===== src/hdl/kmd_pkg.sv =====
package kmd_pkg;

    localparam int unsigned OP_W   = 2;
    localparam int unsigned TICK_W = 8;

    localparam logic [OP_W-1:0] OP_ROW_SAMPLE = 2'd0;
    localparam logic [OP_W-1:0] OP_TICK       = 2'd1;
    localparam logic [OP_W-1:0] OP_END_SCAN   = 2'd2;

    localparam logic [TICK_W-1:0] TICK_MAX          = 8'd255;
    localparam logic [TICK_W-1:0] DEBOUNCE_MS_RESET = 8'd5;

    typedef struct packed {
        logic row_changed;
        logic debouncing;
        logic committed;
    } t_flags;

endpackage


===== src/hdl/kmd_core.sv =====
module kmd_core #(
    parameter int unsigned ROWS  = 7,
    parameter int unsigned COLS  = 13,
    parameter int unsigned IDX_W = 3
) (
    input  logic                        i_clk,
    input  logic                        i_rst_n,
    input  logic                        i_fire,
    input  logic [kmd_pkg::OP_W-1:0]    i_op,
    input  logic [IDX_W-1:0]            i_idx,
    input  logic [COLS-1:0]             i_lines,
    input  logic [kmd_pkg::TICK_W-1:0]  i_debounce_ms,
    output logic [COLS-1:0]             o_stable_row,
    output kmd_pkg::t_flags             o_flags
);

    logic [COLS-1:0]            r_stable  [ROWS];
    logic [COLS-1:0]            r_pending [ROWS];
    logic                       r_change_pending;
    logic [kmd_pkg::TICK_W-1:0] r_quiet_ticks;

    logic [kmd_pkg::TICK_W-1:0] n_quiet_ticks;
    logic                       n_change_pending;

    logic            row_ok;
    logic [COLS-1:0] cols;
    logic [COLS-1:0] pend_row;
    logic            changed;
    logic            commit;

    assign row_ok   = ({1'b0, i_idx} < (IDX_W + 1)'(ROWS));
    assign cols     = ~i_lines;
    assign pend_row = row_ok ? r_pending[i_idx] : '0;
    assign changed  = (i_op == kmd_pkg::OP_ROW_SAMPLE) && row_ok && (pend_row != cols);
    assign commit   = (i_op == kmd_pkg::OP_END_SCAN) && r_change_pending
                      && (r_quiet_ticks >= i_debounce_ms);

    always_comb begin
        n_quiet_ticks    = r_quiet_ticks;
        n_change_pending = r_change_pending;
        if (changed) begin
            n_quiet_ticks    = '0;
            n_change_pending = 1'b1;
        end else if (i_op == kmd_pkg::OP_TICK && r_quiet_ticks != kmd_pkg::TICK_MAX) begin
            n_quiet_ticks = r_quiet_ticks + 1'b1;
        end else if (commit) begin
            n_change_pending = 1'b0;
        end
    end

    // stable row after the step: a commit exposes the pending copy right away
    always_comb begin
        if (!row_ok) begin
            o_stable_row = '0;
        end else if (commit) begin
            o_stable_row = pend_row;
        end else begin
            o_stable_row = r_stable[i_idx];
        end
    end

    assign o_flags.row_changed = changed;
    assign o_flags.debouncing  = n_change_pending;
    assign o_flags.committed   = commit;

    always_ff @(posedge i_clk) begin
        if (!i_rst_n) begin
            for (int r = 0; r < ROWS; r++) begin
                r_stable[r]  <= '0;
                r_pending[r] <= '0;
            end
            r_change_pending <= 1'b0;
            r_quiet_ticks    <= '0;
        end else if (i_fire) begin
            r_change_pending <= n_change_pending;
            r_quiet_ticks    <= n_quiet_ticks;
            if (changed) begin
                r_pending[i_idx] <= cols;
            end
            if (commit) begin
                for (int r = 0; r < ROWS; r++) begin
                    r_stable[r] <= r_pending[r];
                end
            end
        end
    end

endmodule


===== src/hdl/key_matrix_debounce.sv =====
// Pipeline: an accepted transaction passes the input register, then the result register that drives o_valid.
// Throughput: one transaction per cycle; the input register hands to the result register
// every cycle unless the result register is held by i_stall.
// Reset (synchronous, active low): both matrices, the debouncing flag and the tick counter
// clear, debounce_ms returns to 5, and both pipeline registers empty.
module key_matrix_debounce #(
    parameter int unsigned ROWS = 7,
    parameter int unsigned COLS = 13
) (
    input  logic                                   i_clk,
    input  logic                                   i_rst_n,
    input  logic                                   i_valid,
    output logic                                   o_stall,
    input  logic [kmd_pkg::OP_W-1:0]               i_op,
    input  logic [((ROWS > 1) ? $clog2(ROWS) : 1)-1:0] i_row_index,
    input  logic [COLS-1:0]                        i_column_lines,
    output logic                                   o_valid,
    input  logic                                   i_stall,
    output logic [COLS-1:0]                        o_stable_row,
    output logic                                   o_row_changed,
    output logic                                   o_debouncing,
    output logic                                   o_committed,
    input  logic                                   i_cfg_valid,
    output logic                                   o_cfg_ready,
    input  logic [kmd_pkg::TICK_W-1:0]             i_cfg_data
);

    localparam int unsigned IDX_W = (ROWS > 1) ? $clog2(ROWS) : 1;

    logic                       r_in_valid;
    logic [kmd_pkg::OP_W-1:0]   r_op;
    logic [IDX_W-1:0]           r_idx;
    logic [COLS-1:0]            r_lines;
    logic                       r_out_valid;
    logic [COLS-1:0]            r_stable_row;
    kmd_pkg::t_flags            r_flags;
    logic [kmd_pkg::TICK_W-1:0] r_debounce_ms;

    logic            out_free;
    logic            fire;
    logic            in_take;
    logic [COLS-1:0] core_row;
    kmd_pkg::t_flags core_flags;

    assign out_free = !r_out_valid || !i_stall;
    assign fire     = r_in_valid && out_free;
    assign o_stall  = r_in_valid && !out_free;
    assign in_take  = i_valid && !o_stall;

    assign o_cfg_ready = 1'b1;

    kmd_core #(
        .ROWS  (ROWS),
        .COLS  (COLS),
        .IDX_W (IDX_W)
    ) u_core (
        .i_clk         (i_clk),
        .i_rst_n       (i_rst_n),
        .i_fire        (fire),
        .i_op          (r_op),
        .i_idx         (r_idx),
        .i_lines       (r_lines),
        .i_debounce_ms (r_debounce_ms),
        .o_stable_row  (core_row),
        .o_flags       (core_flags)
    );

    always_ff @(posedge i_clk) begin
        if (!i_rst_n) begin
            r_debounce_ms <= kmd_pkg::DEBOUNCE_MS_RESET;
        end else if (i_cfg_valid && o_cfg_ready) begin
            r_debounce_ms <= i_cfg_data;
        end
    end

    always_ff @(posedge i_clk) begin
        if (!i_rst_n) begin
            r_in_valid <= 1'b0;
        end else if (!o_stall) begin
            r_in_valid <= i_valid;
        end
    end

    always_ff @(posedge i_clk) begin
        if (in_take) begin
            r_op    <= i_op;
            r_idx   <= i_row_index;
            r_lines <= i_column_lines;
        end
    end

    // hold the result while stalled; advance whenever the result register is free
    always_ff @(posedge i_clk) begin
        if (!i_rst_n) begin
            r_out_valid <= 1'b0;
        end else if (out_free) begin
            r_out_valid <= r_in_valid;
        end
    end

    always_ff @(posedge i_clk) begin
        if (fire) begin
            r_stable_row <= core_row;
            r_flags      <= core_flags;
        end
    end

    assign o_valid       = r_out_valid;
    assign o_stable_row  = r_stable_row;
    assign o_row_changed = r_flags.row_changed;
    assign o_debouncing  = r_flags.debouncing;
    assign o_committed   = r_flags.committed;

endmodule


===== config.mk =====
export PLATFORM = sky130hd
export DESIGN_NAME = key_matrix_debounce
export DESIGN_NICKNAME = d
export VERILOG_FILES = /design/src/hdl/kmd_pkg.sv /design/src/hdl/kmd_core.sv /design/src/hdl/key_matrix_debounce.sv
export SDC_FILE = /design/constraint.sdc
export NUM_CORES = 1
export LEC_CHECK = 0
export ABC_AREA = 1
export BUFFER_PORTS_ARGS = -buffer_cell sky130_fd_sc_hd__buf_2
export CAP_MARGIN = 20
export CORE_MARGIN = 2
export CORE_UTILIZATION = 35
export DETAILED_ROUTE_END_ITERATION = 7
export PLACE_DENSITY = 0.62
export SLEW_MARGIN = 20
export SYNTH_ARGS = -nofsm -noshare
export SYNTH_HDL_FRONTEND = slang
export SYNTH_SLANG_ARGS = --single-unit

===== constraint.sdc =====
create_clock -name i_clk -period 17.39 [get_ports i_clk]
set_clock_uncertainty 0.05 [all_clocks]
set_input_delay 0 -clock i_clk [delete_from_list [all_inputs] [get_ports i_clk]]
set_output_delay 0 -clock i_clk [all_outputs]
set_load 0.005 [all_outputs]

== After elaboration in Yosys (flattened, before gate mapping) ==
Memory sizes are Yosys's and may differ from the RTL's. A register that Yosys moved wholly into a read port is not among the register bits.
Index checks and enable logic that the tools add are counted.

* $add $sub $neg: 1
* $lt $le $gt $ge: 2
* Eq/ne operators: 4
* Mux-type cells: 28
* Bitwise gates (word level): 8
* Reductions and logical operators: 17

{| class="wikitable"
|+ Operators with widths
! cell !! count
|-
| 13-bit 2-to-1 mux || 10
|-
| 8-bit 2-to-1 mux || 2
|-
| 1-bit 2-to-1 mux || 13
|-
| 13-bit inequality test || 1
|-
| 13-bit NOT || 1
|-
| 13-bit OR reduction || 1
|-
| 3-bit 2-to-1 mux || 3
|-
| 8-bit by 1-bit adder with 8-bit output, second input constant || 1
|-
| 8-bit >= comparator || 1
|-
| 1-bit logical AND || 8
|-
| 8-bit inequality test, second input constant || 1
|-
| 1-bit OR || 7
|-
| 1-bit zero test || 4
|-
| 3-bit < comparator, second input constant || 1
|-
| 2-bit by 1-bit == test with 1-bit output, second input constant || 1
|-
| 2-bit == test, second input constant || 1
|-
| 2-bit zero test || 1
|-
| 2-bit AND reduction || 1
|-
| 2-bit nonzero test || 1
|-
| 1-bit logical OR || 1
|}

* Flip-flop bits (word level): 53
* RAM bits: 182
* Output and inout port bits: 19
* Memories kept: 2

{| class="wikitable"
|+ Memory list
! name !! depth !! bits a word !! rd ports !! clocked after Yosys merged registers in !! write ports !! RTL line !! source
|-
| u_core.r_pending || 7 || 13 || 8 || 1 || 7 || kmd_core.sv:18 || <nowiki>logic [COLS-1:0] r_pending [ROWS];</nowiki>
|-
| u_core.r_stable || 7 || 13 || 1 || 1 || 7 || kmd_core.sv:17 || <nowiki>logic [COLS-1:0] r_stable [ROWS];</nowiki>
|}

== Logic depth before layout (Yosys ltp) ==
Gate-level depths: netlist (run 1).

* Depth in word-level cells: 10
* Depth in mapped cells: 20
* Mapped depth without buffers: 17

== By module ==
A second synthesis (run 1) with hierarchy kept.

* Cell total of the unflattened synthesis: 1,254
* Area total of the unflattened synthesis: 11,542.3 sq um

{| class="wikitable"
|+ By module, submodules not included
! module !! instances !! cells each !! area each (sq um) !! sequential area each (sq um)
|-
| kmd_core || 1 || 1,172 || 10,159.7 || 5,905.7
|-
| key_matrix_debounce || 1 || 82 || 1,382.6 || 1,221.2
|}

== Worst setup path before layout (run 1) ==
Ideal clock, no wire load.

* Path type: register to register
* Start: register r_out_valid (netlist: o_valid)
* End: memory u_core.r_stable[0][0], enable pin
* Setup time: 0.666 ns
* Data arrival time: 7.946 ns
* Data required time: 16.674 ns
* Setup slack: 8.727 ns
* Stages on the path, launching flop included: 6
* Buffers on the path: 0
* Period minus slack after synthesis: 8.663 ns
* Cell sequence: dfxtp_1 -> nand2_1 -> inv_1 -> nor2_1 -> inv_1 -> o21ai_0

{| class="wikitable"
|+ RTL lines
! element !! RTL line !! source
|-
| from (decl) || key_matrix_debounce.sv:34 || <nowiki>logic r_out_valid;</nowiki>
|-
| from (signal assigned) || key_matrix_debounce.sv:97 || <nowiki>r_out_valid <= r_in_valid;</nowiki>
|-
| to (decl) || kmd_core.sv:17 ||
|}

==> results.toml, run 1 <==
[clock_network]
clk_path_buf_depth = 3
cts_tree = "built"
clk_latency_ns = 0.56
cts_buffers = 28
cts_root_buf = "clkbuf_16"
htree_levels = 1
hold_buffers = 46
clk_pin_slew_ns = 0.06
post_cts_buffers = 0
cts.sink_count = 251
ctsResizeCount = 0

[routing]
vias_per_cell = 4.98
wirelength_um = 30900
via_count = 8818
drc = 0
drt_iter0_markers = 920
drtPass1Iterations = 6
wire_per_inst_um = 17.4
final_antenna_net_count = 0

[floorplanning]
ioPinCount = 50
rows = 66
die_area_um2 = 34800
die_h_um = 186
core_um2 = 32700
die_w_um = 186
initial_core_util_pct = 35.6

[synthesis]
synthTopCellsByCount = "nand2_1 (245), edfxtp_1 (216), nor2_1 (190), inv_1 (179), nand3_1 (87)"
synth_top_area_share_pct = 55.7
synth_area_leaders = "edfxtp_1 (56%), nand2_1 (7.9%), nor2_1 (6.1%)"
synth.ff_latch_count = 251
yosysMostFrequentCell = "nand2_1"
synthCells = 1231
synth_cell_type_count = 36
synth_edf_count = 216
synth_area_per_cell_um2 = 9.47
async_flop_share_pct = 0
synth_ff_type = "edfxtp_1"
synth_warnings = 0
synth-seq-area-share_pct = 61.7
syn-cell-area_um2 = 11700
synth_top_area_cell = "edfxtp_1"

[final_layout]
syn_to_final_growth_pct = 16.3
fillCellCount = 3219
layout.cells.non_filler = 1771
diodes = 0
drive_gt1_share_pct = 9.48
nets = 1347

[power_and_ir_drop]
peakVddDrop_mv = 0.0687
pwr_density_cell_nw_per_um2 = 102
p_leak_nw = 5.73

[sta]
timing.final.crit_period_ns = 4.63
hold_violations = 0
slew_headroom_pct = 40.2
tightest_slew_ns = 0.897
setup_tns_ns = 0
rsz0062_at_grt = "no"
slew_viol_final = 0
fin_crit_sh_pct = 26.6
clock.fmax_ghz = 0.216
setup_viol = 0

[setup_path]
crit_start = "r_idx[1]"
cpMostUsedCell = "nand2_1"
cp_max_fo = 35
crit_type = "register to register"
crit_chain = "nand3_2, nand3_1, nand2_1, nand2_1, nor2_1, nand2_1, nor2_1, nand2_2, nand3_2, nor2_4, buf_4, nand4_2, nand2_1"
critical_path_buf_inv_count = 1
startpoint_type = "register"
end_kind = "register"
r2r_start = "r_idx[1]"
critPathSlowestCell = "edfxtp_1"
crit_arrival_ns = 4.77
crit_path_max_incr_delay_ns = 0.93
required_ns = 17.53
cpLargestDelayFamily = "simple AND/OR/NAND/NOR gates"

[min_path]
min_path_type = "input pin to register"
min_from = "i_rst_n"

[placement]
gp_congestion = 0.894
numPlacedInstances = 1673
place_hpwl_um = 20100
port_buffers = 48

[status]
status = "finished, final reports clean"

[global_routing]
track_usage_pct = 17.7
grt_pass1_vias = 8414
grt_antenna_before_repair = 3
grt-ovfl-total = 0
grt_max_degree = 79
grt_pass1_wl_um = 48200

[run]
drv_cap = 0
registers in the layout, indices dropped and copies added, names as in the netlist, named ones only:
name and flops:
u_core.r_stable 91, r_op 2, o_committed 1, r_in_valid 1
u_core.r_change_pending 1, o_debouncing 1, o_row_changed 1, u_core.r_pending 104
r_debounce_ms 8, r_idx 3, r_lines 13, o_stable_row 13
u_core.r_quiet_ticks 8, o_valid 1
cell families after synthesis:
| family | count (synthesis) | synth area share (%) |
|---|---|---|
| compound gates | 136 | 6.80 |
| flops | 251 | 61.7 |
| xor+xnor | 5 | 0.376 |
| fa+ha+maj | 9 | 0.966 |
| simple gates | 579 | 21.2 |
| other cells | 2 | 0.0644 |
| buf+inv | 249 | 8.88 |
layer usage:
layer  global-route usage (%)  part of all wire [%]
met1                     23.8                    42
met2                     28.9                    47
met4                     7.20                   4.1
met5                        0                 0.042
met3                     2.52                   7.1
cell type report:
type | instances | area (µm²) | area share (%)
Tap cell | 442 | 553 | 4.08
Inverter | 181 | 684 | 5.05
Sequential cell | 251 | 7190 | 53.1
Clock inverter | 9 | 81.3 | 0.600
Multi-Input combinational cell | 743 | 3500 | 25.8
Timing Repair Buffer | 102 | 761 | 5.61
Clock buffer | 43 | 787 | 5.81
where the power goes:
| group | internal (mW) | switching, mW | total [mW] |
|---|---|---|---|
| clock network | 0.325 | 0.233 | 0.558 |
| logic | 0.0409 | 0.0876 | 0.129 |
| registers | 0.679 | 0.0167 | 0.696 |
worst reg2reg max path: stages (launching register included):
cell      delay, ns
edfxtp_1       0.93
nand3_2        0.77
nand3_1        0.39
nand2_1        0.09
nand2_1        0.08
nor2_1         0.06
nand2_1        0.05
nor2_1         0.05
nand2_2        0.07
nand3_2        0.09
nor2_4         0.09
buf_4          0.40
nand4_2        0.47
nand2_1        0.66
cell usage in the layout, fill, tap and decap left out, types with 4 or more instances in the layout:
cell           netlist  layout
nand2_1            245     245
edfxtp_1           216     216
nor2_1             190     188
inv_1              179     179
nand3_1             87      86
o21ai_0             50      49
buf_2               22      48
dlygate4sd3_1        0      46
a21oi_1             43      43
dfxtp_1             35      33
nand4_1             29      29
clkbuf_16            0      28
o211ai_1            16      16
conb_1               2      14
clkbuf_1            28      12
nor2_2               9      11
ha_1                 9       9
buf_4                6       8
nand2_2              7       7
o22ai_1              7       7
a311o_1              6       6
a32oi_1              6       6
nand4_2              4       4
clkinv_2             0       4
final timing paths:
| path | depth (start not counted) | slack, ns | to |
|---|---|---|---|
| max reg2reg | 13 | 12.76 | u_core.r_pending[0][2] |
| min | 3 | 0.03 | u_core.r_quiet_ticks[1] |
| min reg2reg | 2 | 0.47 | o_valid |
| max | 13 | 12.76 | u_core.r_pending[0][2] |
per-stage QoR:
stage	utilization [%]	hold WS (ns)	setup WS, ns	cell area [µm²]	power [mW]
after floorplan	-	0.0489	8.73	11700	0.785
after global placement	37.4	0.127	13.17	12200	0.824
after detailed placement	37.4	0.129	12.96	12200	0.826
after CTS	41.5	0.0188	12.95	13600	1.39
after global routing	41.5	0.0270	12.60	13600	1.43
final	41.5	0.0338	12.76	13600	1.38
Power figures use the tool's default switching activity.
==> run 2: changes to the inputs <==
clock period = 4.6 ns   (was 17.39 ns; I/O delays follow)
==> run 2 against run 1 <==
Effect of this change:
- final cell count increased by 0.73%
- non-clock buffer count up 13
- largest cell class unchanged
- power rose to 3.8 times the previous value
- die area did not move
- via count down 0.26%
- critical endpoint is now u_core.r_pending[2][0]
- clock power rose to 3.9 times the previous value
- combinational power rose to 4.0 times the previous value
==> results.toml, run 2 (synthesis results as in run 1) <==
[final_layout]
multi_input_area_um2 = 3500
layout_commonest_cell = "nand2_1"
nets = 1360
final_cell_mix = "nand2_1 (245), edfxtp_1 (216), nor2_1 (189)"
regMostFlops = "u_core.r_pending"
reg_top3 = "u_core.r_pending x104, u_core.r_stable x91"
syn_to_final_growth_pct = 17.5
layout.cells.non_filler = 1784
diodes = 0
fillCellCount = 3152
post-route-cell-area_um2 = 13700
largest_register_ffs = 104
drive_gt1_share_pct = 10.2
seqCellArea_um2 = 7190

[global_routing]
grt_max_degree = 106
grt_pass1_vias = 8657
track_usage_pct = 17.9
grt_antenna_before_repair = 2
grt_pass1_wl_um = 48900
grt-ovfl-total = 0

[routing]
drtPass1Iterations = 6
final_antenna_net_count = 0
via_count = 8795
drt_iter0_markers = 764
wire_per_inst_um = 17.6
drc = 0
wirelength_um = 31400
vias_per_cell = 4.93

[placement]
place_hpwl_um = 19800
port_buffers = 48
postPlaceCellArea_um2 = 12300
gp_congestion = 0.858
numPlacedInstances = 1685

[floorplanning]
initial_core_util_pct = 35.6
ioPinCount = 50
die_area_um2 = 34800
rows = 66
die_h_um = 186
die_w_um = 186
core_um2 = 32700

[sta]
clock.fmax_ghz = 0.269
slew_viol_final = 0
fin_crit_sh_pct = 80.9
rsz0062_at_grt = "no"
timing.final.crit_period_ns = 3.72
tightest_slew_ns = 0.843
setup_viol = 0
hold_violations = 0
setup_tns_ns = 0
slew_headroom_pct = 43.8

[setup_path]
cp_max_fo = 32
cp.depth = 13
startpoint_type = "register"
cpLargestDelayFamily = "simple AND/OR/NAND/NOR gates"
cpMostUsedCell = "nand2_1"
crit_path_max_incr_delay_ns = 0.61
crit_arrival_ns = 3.83
crit_chain = "nand3_2, nand3_1, nand2_1, nand2_1, nor2_1, nand2_1, nor2_1, nand2_2, nand3_2, nor2_4, nand4_2, buf_4, nand2_1"
critPathSlowestCell = "nand3_2"
crit_type = "register to register"
required_ns = 4.71
end_kind = "register"
critical_path_buf_inv_count = 1
rr_worst_depth = 13

[min_path]
whs_path_depth = 2
min_path_type = "input pin to register"

[clock_network]
cts.sink_count = 251
clk_pin_slew_ns = 0.06
cts_buffers = 28
cts_tree = "built"
htree_levels = 1
post_cts_buffers = 0
clk_latency_ns = 0.55
clk_path_buf_depth = 3
cts_root_buf = "clkbuf_16"

[power_and_ir_drop]
total_power_mw = 5.27
p_leak_nw = 5.81
pwr_density_cell_nw_per_um2 = 385
peakVddDrop_mv = 0.250

[status]
status = "finished, final reports clean"

[run]
drv_cap = 0
run 2: cell count changes in the layout (fill, tap and decap cells not counted), sizes merged:
cell,delta
buf,+12
clkbuf,-4
clkinv,+4
bufinv,+1
clkinvlp,-1
dlygate4sd3,+1
run 2: routing by layer:
metal  vias to the layer above  share of wire (%)  track usage, %
li1                       4225                  -               -
met1                      4146                 41            22.8
met2                       345                 48            30.6
met3                        79                6.6            2.29
met4                         0                4.4            7.91
met5                         -                  0               0
run 2: cell type report:
type / count / area share (%)
sequential: 251 / 52.5
clock buffer: 39 / 5.65
tap: 442 / 4.04
multi-input combinational: 743 / 25.5
timing repair buffer: 115 / 6.47
clock inverter: 13 / 0.822
inverter: 181 / 5.00
run 2: stage by stage:
step                      hold WS, ns  worst slack [ns]  util [%]
after global routing            0.120             0.646      41.9
after floorplan                0.0489            0.0981         -
final                           0.117             0.879      41.9
after global placement          0.128             0.952      37.7
after CTS                      0.0960             0.916      41.9
after detailed placement        0.129             0.925      37.7
run 2: power breakdown:
group | internal (mW) | switching, mW | leakage [nW]
clock | 1.28 | 0.875 | 0.435
combinational | 0.161 | 0.352 | 2.90
sequential | 2.57 | 0.0402 | 2.47
total | 4.01 | 1.27 | 5.81
run 2: path summary, 6_finish.rpt:
| check | slack (ns) | endpoint | from |
|---|---|---|---|
| max | 0.88 | u_core.r_pending[2][0] | r_idx[0] |
| min | 0.12 | r_lines[7] | i_column_lines[7] |
| max reg2reg | 0.88 | u_core.r_pending[2][0] | r_idx[0] |
| min reg2reg | 0.47 | o_valid | r_in_valid |
run 2: timing repair:
action / CTS / global route
endpoints found under the hold margin: 32 / 0
hold buffers: 47 / 0
resized for setup: 0 / 0
run 2: worst register-to-register path, delay by kind of cell (launching register included):
| kind | cells | cell delay, ns |
|---|---|---|
| buf+inv | 1 | 0.24 |
| simple gates | 12 | 2.50 |
| flops | 1 | 0.54 |
